==> config.mk <==
export PLATFORM = sky130hd
export DESIGN_NAME = las_vegas_queen_placer
export DESIGN_NICKNAME = d
export VERILOG_FILES = /design/src/design/lvq_pkg.sv /design/src/design/lvq_ctrl.sv /design/src/design/lvq_datapath.sv /design/src/design/las_vegas_queen_placer.sv
export SDC_FILE = /design/constraint.sdc
export NUM_CORES = 1
export LEC_CHECK = 0
export BUFFER_PORTS_ARGS = -buffer_cell sky130_fd_sc_hd__buf_4
export CAP_MARGIN = 25
export CORE_ASPECT_RATIO = 0.5
export CORE_MARGIN = 2
export CORE_UTILIZATION = 25
export CTS_CLUSTER_DIAMETER = 40
export DETAILED_ROUTE_END_ITERATION = 8
export GPL_TIMING_DRIVEN = 0
export HOLD_SLACK_MARGIN = 0.03
export PLACE_DENSITY = 0.4
export SLEW_MARGIN = 20
export SYNTH_ARGS = -nofsm -noshare
export SYNTH_HDL_FRONTEND = slang
export SYNTH_SLANG_ARGS = --single-unit
==> constraint.sdc <==
create_clock -name clk -period 7.7 [get_ports clk]
set_input_delay 1.54 -clock clk [delete_from_list [all_inputs] [get_ports clk]]
set_output_delay 1.54 -clock clk [all_outputs]
set_load 0.01 [all_outputs]
==> src/design/lvq_pkg.sv <==
// Shared types, constants and functions for the Las Vegas queen placer.
`default_nettype none
package lvq_pkg;

	localparam int ROW_W   = 4;   // row and column field width
	localparam int CNT_W   = 5;   // board size, row count, candidate count
	localparam int WORD_W  = 32;  // xorshift word
	localparam int APB_DW  = 32;
	localparam int APB_AW  = 3;
	localparam int FIELD_MAX = 16; // limit set by the 4-bit row and column fields

	// modulo unit: bits of the random word consumed per cycle
	localparam int MOD_BITS  = 4;
	localparam int MOD_STEPS = WORD_W / MOD_BITS;
	localparam int MOD_CW    = $clog2(MOD_STEPS);

	localparam logic [CNT_W-1:0] BOARD_SIZE_RST = 5'd8;

	// register index, taken from paddr[2]
	localparam logic REG_BOARD_SIZE = 1'b0;

	typedef enum logic [2:0] {
		ST_IDLE,
		ST_SCAN,
		ST_CHECK,
		ST_MOD,
		ST_PLACE,
		ST_EMIT_OK,
		ST_EMIT_FAIL
	} lvq_state_t;

	typedef struct packed {
		logic start;      // load seed, clear board
		logic scan;       // test one column, append to candidate list
		logic mod_init;   // advance random word, clear remainder
		logic mod_step;   // one step of word mod candidate count
		logic place;      // commit chosen queen, go to next row
		logic emit_ok;    // load next success result
		logic emit_fail;  // load the failure result
	} lvq_cmd_t;

	typedef struct packed {
		logic col_last;
		logic cand_none;
		logic mod_last;
		logic row_last;
		logic emit_last;
		logic out_free;
	} lvq_status_t;

	function automatic logic [WORD_W-1:0] next_word(input logic [WORD_W-1:0] w);
		logic [WORD_W-1:0] x;
		x = w;
		x = x ^ (x << 13);
		x = x ^ (x >> 17);
		x = x ^ (x << 5);
		return x;
	endfunction

endpackage
`default_nettype wire

==> src/design/lvq_ctrl.sv <==
// Controller state machine of the queen placer.
`default_nettype none
module lvq_ctrl (
	input  wire                  clk,
	input  wire                  arst_n,
	input  wire                  seed_valid,
	output logic                 seed_stall,
	input  lvq_pkg::lvq_status_t status,
	output lvq_pkg::lvq_cmd_t    cmd
);

	lvq_pkg::lvq_state_t state_q, state_d;

	always_ff @(posedge clk or negedge arst_n) begin
		if (!arst_n) begin
			state_q <= lvq_pkg::ST_IDLE;
		end else begin
			state_q <= state_d;
		end
	end

	// next state
	always_comb begin
		state_d = state_q;
		unique case (state_q)
			lvq_pkg::ST_IDLE: begin
				if (seed_valid) state_d = lvq_pkg::ST_SCAN;
			end
			lvq_pkg::ST_SCAN: begin
				if (status.col_last) state_d = lvq_pkg::ST_CHECK;
			end
			lvq_pkg::ST_CHECK: begin
				state_d = status.cand_none ? lvq_pkg::ST_EMIT_FAIL : lvq_pkg::ST_MOD;
			end
			lvq_pkg::ST_MOD: begin
				if (status.mod_last) state_d = lvq_pkg::ST_PLACE;
			end
			lvq_pkg::ST_PLACE: begin
				state_d = status.row_last ? lvq_pkg::ST_EMIT_OK : lvq_pkg::ST_SCAN;
			end
			lvq_pkg::ST_EMIT_OK: begin
				if (status.out_free && status.emit_last) state_d = lvq_pkg::ST_IDLE;
			end
			lvq_pkg::ST_EMIT_FAIL: begin
				if (status.out_free) state_d = lvq_pkg::ST_IDLE;
			end
			default: state_d = lvq_pkg::ST_IDLE;
		endcase
	end

	// outputs
	always_comb begin
		cmd        = '0;
		seed_stall = 1'b1;
		unique case (state_q)
			lvq_pkg::ST_IDLE: begin
				seed_stall = 1'b0;
				cmd.start  = seed_valid;
			end
			lvq_pkg::ST_SCAN:      cmd.scan      = 1'b1;
			lvq_pkg::ST_CHECK:     cmd.mod_init  = !status.cand_none;
			lvq_pkg::ST_MOD:       cmd.mod_step  = 1'b1;
			lvq_pkg::ST_PLACE:     cmd.place     = 1'b1;
			lvq_pkg::ST_EMIT_OK:   cmd.emit_ok   = status.out_free;
			lvq_pkg::ST_EMIT_FAIL: cmd.emit_fail = status.out_free;
			default: cmd = '0;
		endcase
	end

endmodule
`default_nettype wire

==> src/design/lvq_datapath.sv <==
// Datapath of the queen placer: attack masks, candidate list, modulo unit, result register.
`default_nettype none
module lvq_datapath #(
	parameter int MAX_BOARD = 16
) (
	input  wire                               clk,
	input  wire                               arst_n,
	input  wire  [lvq_pkg::CNT_W-1:0]         board_size,
	input  wire  [lvq_pkg::WORD_W-1:0]        seed,
	input  lvq_pkg::lvq_cmd_t                 cmd,
	output lvq_pkg::lvq_status_t              status,
	output logic                              result_valid,
	input  wire                               result_stall,
	output logic [lvq_pkg::ROW_W-1:0]         row,
	output logic [lvq_pkg::ROW_W-1:0]         column,
	output logic                              solved,
	output logic [lvq_pkg::CNT_W-1:0]         rows_placed,
	output logic                              last
);

	localparam int EFF_MAX = (MAX_BOARD < lvq_pkg::FIELD_MAX) ? MAX_BOARD : lvq_pkg::FIELD_MAX;
	localparam int IDX_W   = $clog2(EFF_MAX);
	localparam int CW      = lvq_pkg::CNT_W;

	// board state
	logic [CW-1:0]                 n_q;
	logic [CW-1:0]                 row_q;
	logic [IDX_W-1:0]              col_q;
	logic [CW-1:0]                 cnt_q;
	logic [EFF_MAX-1:0]            cols_q, ldiag_q, rdiag_q;
	logic [IDX_W-1:0]              cand_mem [EFF_MAX];
	logic [IDX_W-1:0]              queen_mem [EFF_MAX];

	// modulo unit
	logic [lvq_pkg::WORD_W-1:0]    word_q;
	logic [lvq_pkg::WORD_W-1:0]    mod_sh_q;
	logic [CW-1:0]                 rem_q;
	logic [lvq_pkg::MOD_CW-1:0]    mod_cnt_q;

	// result side
	logic [CW-1:0]                 emit_row_q;
	logic                          out_valid_q;

	logic [CW-1:0]                 n_eff;
	logic [EFF_MAX-1:0]            free_cols;
	logic [IDX_W-1:0]              pick;
	logic [EFF_MAX-1:0]            pick_bit;
	logic [CW-1:0]                 rem_d;
	logic [lvq_pkg::WORD_W-1:0]    word_next;

	always_comb begin
		if (board_size == '0) begin
			n_eff = CW'(1);
		end else if (board_size > CW'(EFF_MAX)) begin
			n_eff = CW'(EFF_MAX);
		end else begin
			n_eff = board_size;
		end
	end

	assign free_cols = ~(cols_q | ldiag_q | rdiag_q);
	assign pick      = cand_mem[rem_q[IDX_W-1:0]];
	assign pick_bit  = EFF_MAX'(1) << pick;
	assign word_next = lvq_pkg::next_word(word_q);

	// restoring remainder, MOD_BITS bits of the word per cycle
	always_comb begin
		logic [CW-1:0] t;
		rem_d = rem_q;
		for (int i = 0; i < lvq_pkg::MOD_BITS; i++) begin
			t = {rem_d[CW-2:0], mod_sh_q[lvq_pkg::WORD_W-1-i]};
			if (t >= cnt_q) t = t - cnt_q;
			rem_d = t;
		end
	end

	always_ff @(posedge clk or negedge arst_n) begin
		if (!arst_n) begin
			n_q         <= '0;
			row_q       <= '0;
			col_q       <= '0;
			cnt_q       <= '0;
			mod_cnt_q   <= '0;
			emit_row_q  <= '0;
			out_valid_q <= 1'b0;
		end else begin
			if (cmd.start) begin
				n_q        <= n_eff;
				row_q      <= '0;
				col_q      <= '0;
				cnt_q      <= '0;
				emit_row_q <= '0;
			end
			if (cmd.scan) begin
				col_q <= col_q + 1'b1;
				if (free_cols[col_q]) cnt_q <= cnt_q + 1'b1;
			end
			if (cmd.mod_init) begin
				mod_cnt_q <= '0;
			end
			if (cmd.mod_step) begin
				mod_cnt_q <= mod_cnt_q + 1'b1;
			end
			if (cmd.place) begin
				row_q <= row_q + 1'b1;
				col_q <= '0;
				cnt_q <= '0;
			end
			if (cmd.emit_ok) begin
				emit_row_q <= emit_row_q + 1'b1;
			end
			if (cmd.emit_ok || cmd.emit_fail) begin
				out_valid_q <= 1'b1;
			end else if (!result_stall) begin
				out_valid_q <= 1'b0;
			end
		end
	end

	always_ff @(posedge clk) begin
		if (cmd.start) begin
			word_q  <= seed;
			cols_q  <= '0;
			ldiag_q <= '0;
			rdiag_q <= '0;
		end
		if (cmd.scan && free_cols[col_q]) begin
			cand_mem[cnt_q[IDX_W-1:0]] <= col_q;
		end
		if (cmd.mod_init) begin
			word_q   <= word_next;
			mod_sh_q <= word_next;
			rem_q    <= '0;
		end
		if (cmd.mod_step) begin
			rem_q    <= rem_d;
			mod_sh_q <= mod_sh_q << lvq_pkg::MOD_BITS;
		end
		if (cmd.place) begin
			queen_mem[row_q[IDX_W-1:0]] <= pick;
			cols_q  <= cols_q | pick_bit;
			ldiag_q <= (ldiag_q | pick_bit) << 1;
			rdiag_q <= (rdiag_q | pick_bit) >> 1;
		end
		if (cmd.emit_ok) begin
			row         <= emit_row_q[lvq_pkg::ROW_W-1:0];
			column      <= lvq_pkg::ROW_W'(queen_mem[emit_row_q[IDX_W-1:0]]);
			solved      <= 1'b1;
			rows_placed <= n_q;
			last        <= (emit_row_q + 1'b1) == n_q;
		end
		if (cmd.emit_fail) begin
			row         <= '0;
			column      <= '0;
			solved      <= 1'b0;
			rows_placed <= row_q;
			last        <= 1'b1;
		end
	end

	assign result_valid = out_valid_q;

	assign status.col_last  = (CW'(col_q) + 1'b1) == n_q;
	assign status.cand_none = (cnt_q == '0);
	assign status.mod_last  = (mod_cnt_q == lvq_pkg::MOD_CW'(lvq_pkg::MOD_STEPS - 1));
	assign status.row_last  = (row_q + 1'b1) == n_q;
	assign status.emit_last = (emit_row_q + 1'b1) == n_q;
	assign status.out_free  = !out_valid_q || !result_stall;

	a_place_has_cand: assert property (@(posedge clk) disable iff (!arst_n)
		cmd.place |-> (cnt_q != '0) && (rem_q < cnt_q))
		else $error("queen placed from an empty or overrun candidate list");

	a_row_in_board: assert property (@(posedge clk) disable iff (!arst_n)
		row_q <= n_q)
		else $error("row counter ran past the board");

	a_scan_in_board: assert property (@(posedge clk) disable iff (!arst_n)
		cmd.scan |-> CW'(col_q) < n_q)
		else $error("column scan ran past the board");

	a_no_overwrite: assert property (@(posedge clk) disable iff (!arst_n)
		(cmd.emit_ok || cmd.emit_fail) |-> (!out_valid_q || !result_stall))
		else $error("result register reloaded while a transfer is pending");

endmodule
`default_nettype wire

==> src/design/las_vegas_queen_placer.sv <==
// Top level of the Las Vegas n-queens placer: configuration port, controller, datapath.
//
// Usage:
//   seed channel (seed_valid / seed_stall / seed): each transfer starts one randomized
//   attempt to place one queen per row on an n-by-n board, n from board_size.
//   result channel (result_valid / result_stall / row, column, solved, rows_placed,
//   last): a success gives n transfers, rows 0..n-1 in order, the final one with
//   last set; a failure gives a single transfer with solved = 0, rows_placed = rows
//   filled, last = 1.
//   APB port: register 0 (byte address 0) is board_size, 5 bits, reset 8. A size of 0
//   acts as 1, sizes above min(MAX_BOARD, 16) are clamped. Write it only while idle.
// Sequence:
//   Per row the datapath scans n columns one per cycle, then checks for a candidate,
//   reduces the word modulo the candidate count (4 bits a cycle) and places the
//   queen. One attempt runs at a time; seed_stall is low only between attempts.
// Reset: arst_n clears the controller, counters and result valid; board_size goes to 8.
// Stall: the result register holds its transfer while result_stall is high; the next
//   attempt may be accepted while the final result of the previous one still waits.
`default_nettype none
module las_vegas_queen_placer #(
	parameter int MAX_BOARD = 16
) (
	input  wire                              clk,
	input  wire                              arst_n,
	// configuration
	input  wire                              psel,
	input  wire                              penable,
	input  wire                              pwrite,
	input  wire  [lvq_pkg::APB_AW-1:0]       paddr,
	input  wire  [lvq_pkg::APB_DW-1:0]       pwdata,
	output logic [lvq_pkg::APB_DW-1:0]       prdata,
	output logic                             pready,
	// seed channel
	input  wire                              seed_valid,
	output logic                             seed_stall,
	input  wire  [lvq_pkg::WORD_W-1:0]       seed,
	// result channel
	output logic                             result_valid,
	input  wire                              result_stall,
	output logic [lvq_pkg::ROW_W-1:0]        row,
	output logic [lvq_pkg::ROW_W-1:0]        column,
	output logic                             solved,
	output logic [lvq_pkg::CNT_W-1:0]        rows_placed,
	output logic                             last
);

	logic [lvq_pkg::CNT_W-1:0] board_size_q;
	logic                      cfg_write;
	lvq_pkg::lvq_cmd_t         cmd;
	lvq_pkg::lvq_status_t      status;

	// APB: zero-wait writes; only the register slot (paddr[2]) is decoded
	assign pready    = 1'b1;
	assign cfg_write = psel && penable && pwrite && pready;

	always_ff @(posedge clk or negedge arst_n) begin
		if (!arst_n) begin
			board_size_q <= lvq_pkg::BOARD_SIZE_RST;
		end else if (cfg_write && (paddr[2] == lvq_pkg::REG_BOARD_SIZE)) begin
			board_size_q <= pwdata[lvq_pkg::CNT_W-1:0];
		end
	end

	always_comb begin
		prdata = '0;
		if (paddr[2] == lvq_pkg::REG_BOARD_SIZE) begin
			prdata = lvq_pkg::APB_DW'(board_size_q);
		end
	end

	lvq_ctrl u_ctrl (
		.clk        (clk),
		.arst_n     (arst_n),
		.seed_valid (seed_valid),
		.seed_stall (seed_stall),
		.status     (status),
		.cmd        (cmd)
	);

	lvq_datapath #(
		.MAX_BOARD (MAX_BOARD)
	) u_datapath (
		.clk          (clk),
		.arst_n       (arst_n),
		.board_size   (board_size_q),
		.seed         (seed),
		.cmd          (cmd),
		.status       (status),
		.result_valid (result_valid),
		.result_stall (result_stall),
		.row          (row),
		.column       (column),
		.solved       (solved),
		.rows_placed  (rows_placed),
		.last         (last)
	);

endmodule
`default_nettype wire

==> results.sh <==
export IMPL_clk_pin_slew_ns=0.06
export IMPL_synthFlopType="edfxtp_1"
export IMPL_postSynthAreaPerCell_sq_um=13.4
export IMPL_ys_seq_area_frac=0.600
export IMPL_cts_resized_gates=0
export IMPL_fin_cells=1989
export IMPL_gp_routability_congestion=0.743
export IMPL_maxCapViolCount=0
export IMPL_n_antenna_cell=0
export IMPL_multiInputGateArea_sq_mm=0.00528
export IMPL_rsz0062_at_grt="no"
export IMPL_synth_warnings=0
export IMPL_antenna_found_initial=0
export IMPL_drive_above_1_share=0.192
export IMPL_r2r_cells=24
export IMPL_grt_pass1_wl_microns=55700
export IMPL_initialDrtViolationCount=713
export IMPL_clock_path_buffers=3
export IMPL_drt_total_wl_microns=36000
export IMPL_final_area_sq_mm=0.0171
export IMPL_met3_length_microns=1560
export IMPL_netlist_top_cells_area="edfxtp_1 51%, dfrtp_1 6.1%, mux4_2 4.6%, a21o_1 4.0%, xnor2_1 3.8%"
export IMPL_postPlaceCellArea_sq_mm=0.0159
export IMPL_grt_pass1_vias=9285
export IMPL_synth_edff_count=243
export IMPL_cts_tree="built"
export IMPL_crit_type="flip-flop to flip-flop"
export IMPL_rrSetupSlack_ns=1.0
export IMPL_dr_pass1_iters=5
export IMPL_skew_ns=0.0427
export IMPL_final_seq_area_sq_mm=0.00856
export IMPL_postRouteAntennaNets=0
export IMPL_slew_viol_final=0
export IMPL_min_path_type="flip-flop to flip-flop"
export IMPL_timing_fmax_mhz=149
export IMPL_worstPathArrival_ns=6.99
export IMPL_post_route_period_util=0.871
export IMPL_remaining_drc_errors=0
export IMPL_fillers=5606
export IMPL_irDropWorstVdd_mv=0.653
export IMPL_setup_tns_ns=0
export IMPL_worstPathRequired_ns=7.99
export IMPL_yosysUniqueCellTypes=70
export IMPL_top_layer_used="met4"
export IMPL_slew_headroom=0.366
export IMPL_die_h_microns=173
export IMPL_powerDensity_mw_per_mm2=484
export IMPL_fp_dieW_microns=342
export IMPL_postCtsSetupBuffers=0
export IMPL_wire_per_inst_microns=18.1
export IMPL_power_leakage_uw=0.00652
export IMPL_clock_tree_root_cell="clkbuf_16"
export IMPL_route_met2_wl_microns=16700
export IMPL_final_util=0.306
export IMPL_status="finished, final reports clean"
export IMPL_synth_top_cell_area_share=0.512
export IMPL_clock_sinks=297
export IMPL_vias_per_cell=4.48
export IMPL_wl_met1_microns=17100
export IMPL_min_path_cells=2
export IMPL_grt_usage=0.121
export IMPL_start_util=0.255
export IMPL_fin_crit_ns=6.70
export IMPL_fp_coreArea_sq_mm=0.0559
export IMPL_min_from="u_datapath.row[1]$_SDFFE_PP0P_"
export IMPL_cp_end_kind="flip-flop"
export IMPL_syn_inst=1067
export IMPL_worst_pin_slew_ns=0.944
export IMPL_die_area_sq_mm=0.0591
export IMPL_setup_violations=0
export IMPL_grt_overflow_total=0
export IMPL_reg2reg_from="u_datapath.cnt_q[2]$_DFF_PN0_"
export IMPL_num_rows=61
export IMPL_hold_viol_final=0
export IMPL_yosysTopAreaCell="edfxtp_1"
export IMPL_insertion_delay_ns=0.55
export IMPL_dpl_hpwl_microns=25500
export IMPL_dpl_cell_count=1918
export IMPL_final_nets=1313
export IMPL_synth_seq_cells=297
export IMPL_cts_buffers_inserted=39
export IMPL_ios=124
export IMPL_cts_htree_levels=2
export IMPL_reg2reg_to="u_datapath.rem_q[2]$_DFFE_PN_"
export IMPL_grt_max_degree=37
export IMPL_area_growth_syn_to_layout_pct=20.1
export IMPL_hold_path_endpoint="u_datapath.row[1]$_SDFFE_PP0P_"
export IMPL_power_uw=8290
export IMPL_cp_max_fo=10
export IMPL_start_kind="flip-flop"
export IMPL_portBuffers=66
export IMPL_async_flop_share=0.121
export IMPL_vias=8904
export IMPL_syn_cell_area_sq_mm=0.0143
export IMPL_hold_buffers=0
==> cell families (layout without fill, tap and decap cells) <==
kind of cell,count (synthesis),after routing,synth area share
other cells,2,28,0.000527
flops,297,297,0.600
fa+ha+maj,36,36,0.0337
mux,58,58,0.0775
buf+inv,98,238,0.0366
simple gates,279,279,0.0935
xor+xnor,86,86,0.0528
compound gates,211,211,0.105
==> layer usage <==
layer	vias to the layer above	track usage
met5	-	0
met4	0	0.0264
met3	46	0.0239
met2	173	0.197
met1	4510	0.166
li1	4175	-
==> critical path: stages (launching register included) <==
cell	delay, ns
dfrtp_1	0.37
clkbuf_1	0.39
inv_1	0.29
ha_1	0.41
a21o_1	0.18
a21o_1	0.19
a21oi_1	0.42
mux2_2	0.41
ha_1	0.36
a21o_1	0.13
a31oi_1	0.04
o21ai_1	0.36
mux2i_1	0.47
ha_1	0.26
a21o_1	0.12
a31oi_1	0.04
o21ai_1	0.40
nor2_1	0.08
a21oi_1	0.23
ha_1	0.29
a21o_1	0.16
a21oi_1	0.19
o21ai_0	0.25
a211oi_1	0.33
nor2_1	0.09
==> where the power goes <==
group	switching, uW	internal (uW)	leakage (uW)
Clock	775	984	0.000607
Sequential	229	2290	0.00287
Combinational	2330	1680	0.00304
==> synthesized netlist by cell type, drive strengths merged (8+ instances only) <==
library cell / instances
a21oi: 24
nor2b: 11
mux2: 12
nand3: 16
nor2: 86
a21o: 76
mux2i: 8
clkbuf: 31
buf: 40
inv: 27
nand2: 91
mux4: 38
a22oi: 8
xnor2: 62
and2: 10
edfxtp: 243
nor3: 21
dfrtp: 35
nand2b: 12
o21ai: 28
xor2: 24
dfxtp: 18
o21a: 45
ha: 32
==> how the worst max path moves through the flow <==
stage                                        startpoint                            end  slack (ns)  cells after the start
after floorplan           u_datapath.cnt_q[2]$_DFF_PN0_  u_datapath.rem_q[1]$_DFFE_PN_        2.09                     23
after global placement    u_datapath.cnt_q[2]$_DFF_PN0_  u_datapath.rem_q[2]$_DFFE_PN_        1.10                     25
after detailed placement  u_datapath.cnt_q[2]$_DFF_PN0_  u_datapath.rem_q[2]$_DFFE_PN_        1.01                     25
after CTS                 u_datapath.cnt_q[2]$_DFF_PN0_  u_datapath.rem_q[2]$_DFFE_PN_        0.99                     25
after global routing      u_datapath.cnt_q[2]$_DFF_PN0_  u_datapath.rem_q[2]$_DFFE_PN_        0.46                     24
final                     u_datapath.cnt_q[2]$_DFF_PN0_  u_datapath.rem_q[2]$_DFFE_PN_         1.0                     24
==> sequential cells by signal, summed over array words and instances (netlist names), 5 cells and up, named ones only <==
| register | cells |
|---|---|
| u_datapath.rows_placed | 5 |
| u_datapath.cand_mem | 64 |
| u_datapath.cols_q | 16 |
| board_size_q | 5 |
| u_datapath.ldiag_q | 15 |
| u_datapath.cnt_q | 5 |
| u_datapath.n_q | 5 |
| u_datapath.mod_sh_q | 32 |
| u_datapath.emit_row_q | 5 |
| u_datapath.row_q | 5 |
| u_datapath.rdiag_q | 15 |
| u_datapath.queen_mem | 64 |
| u_datapath.word_q | 32 |
==> placed cells by master, fill, tap and decap left out, types with 32 or more instances in the layout <==
cell,count
a21o_1,76
buf_4,95
clkbuf_1,34
clkbuf_16,40
dfrtp_1,35
edfxtp_1,243
ha_1,32
nand2_1,88
nor2_1,80
o21a_1,45
xnor2_1,62
==> layout make-up <==
class,instances,area share
flip-flops and latches,297,0.500
multi-input cells,698,0.308
clock buffers,44,0.0593
well taps,756,0.0552
repair buffers,69,0.0333
plain buffers,71,0.0246
clock inverters,27,0.0135
inverters,27,0.00592
==> metrics by stage <==
step                hold WS, ns  setup WS [ns]
floorplan                 0.427           2.09
global placement          0.436           1.10
detailed placement        0.444           1.01
CTS                       0.457          0.991
global route              0.468          0.457
finish                    0.454          0.997
(Power assumes the default switching activity.)
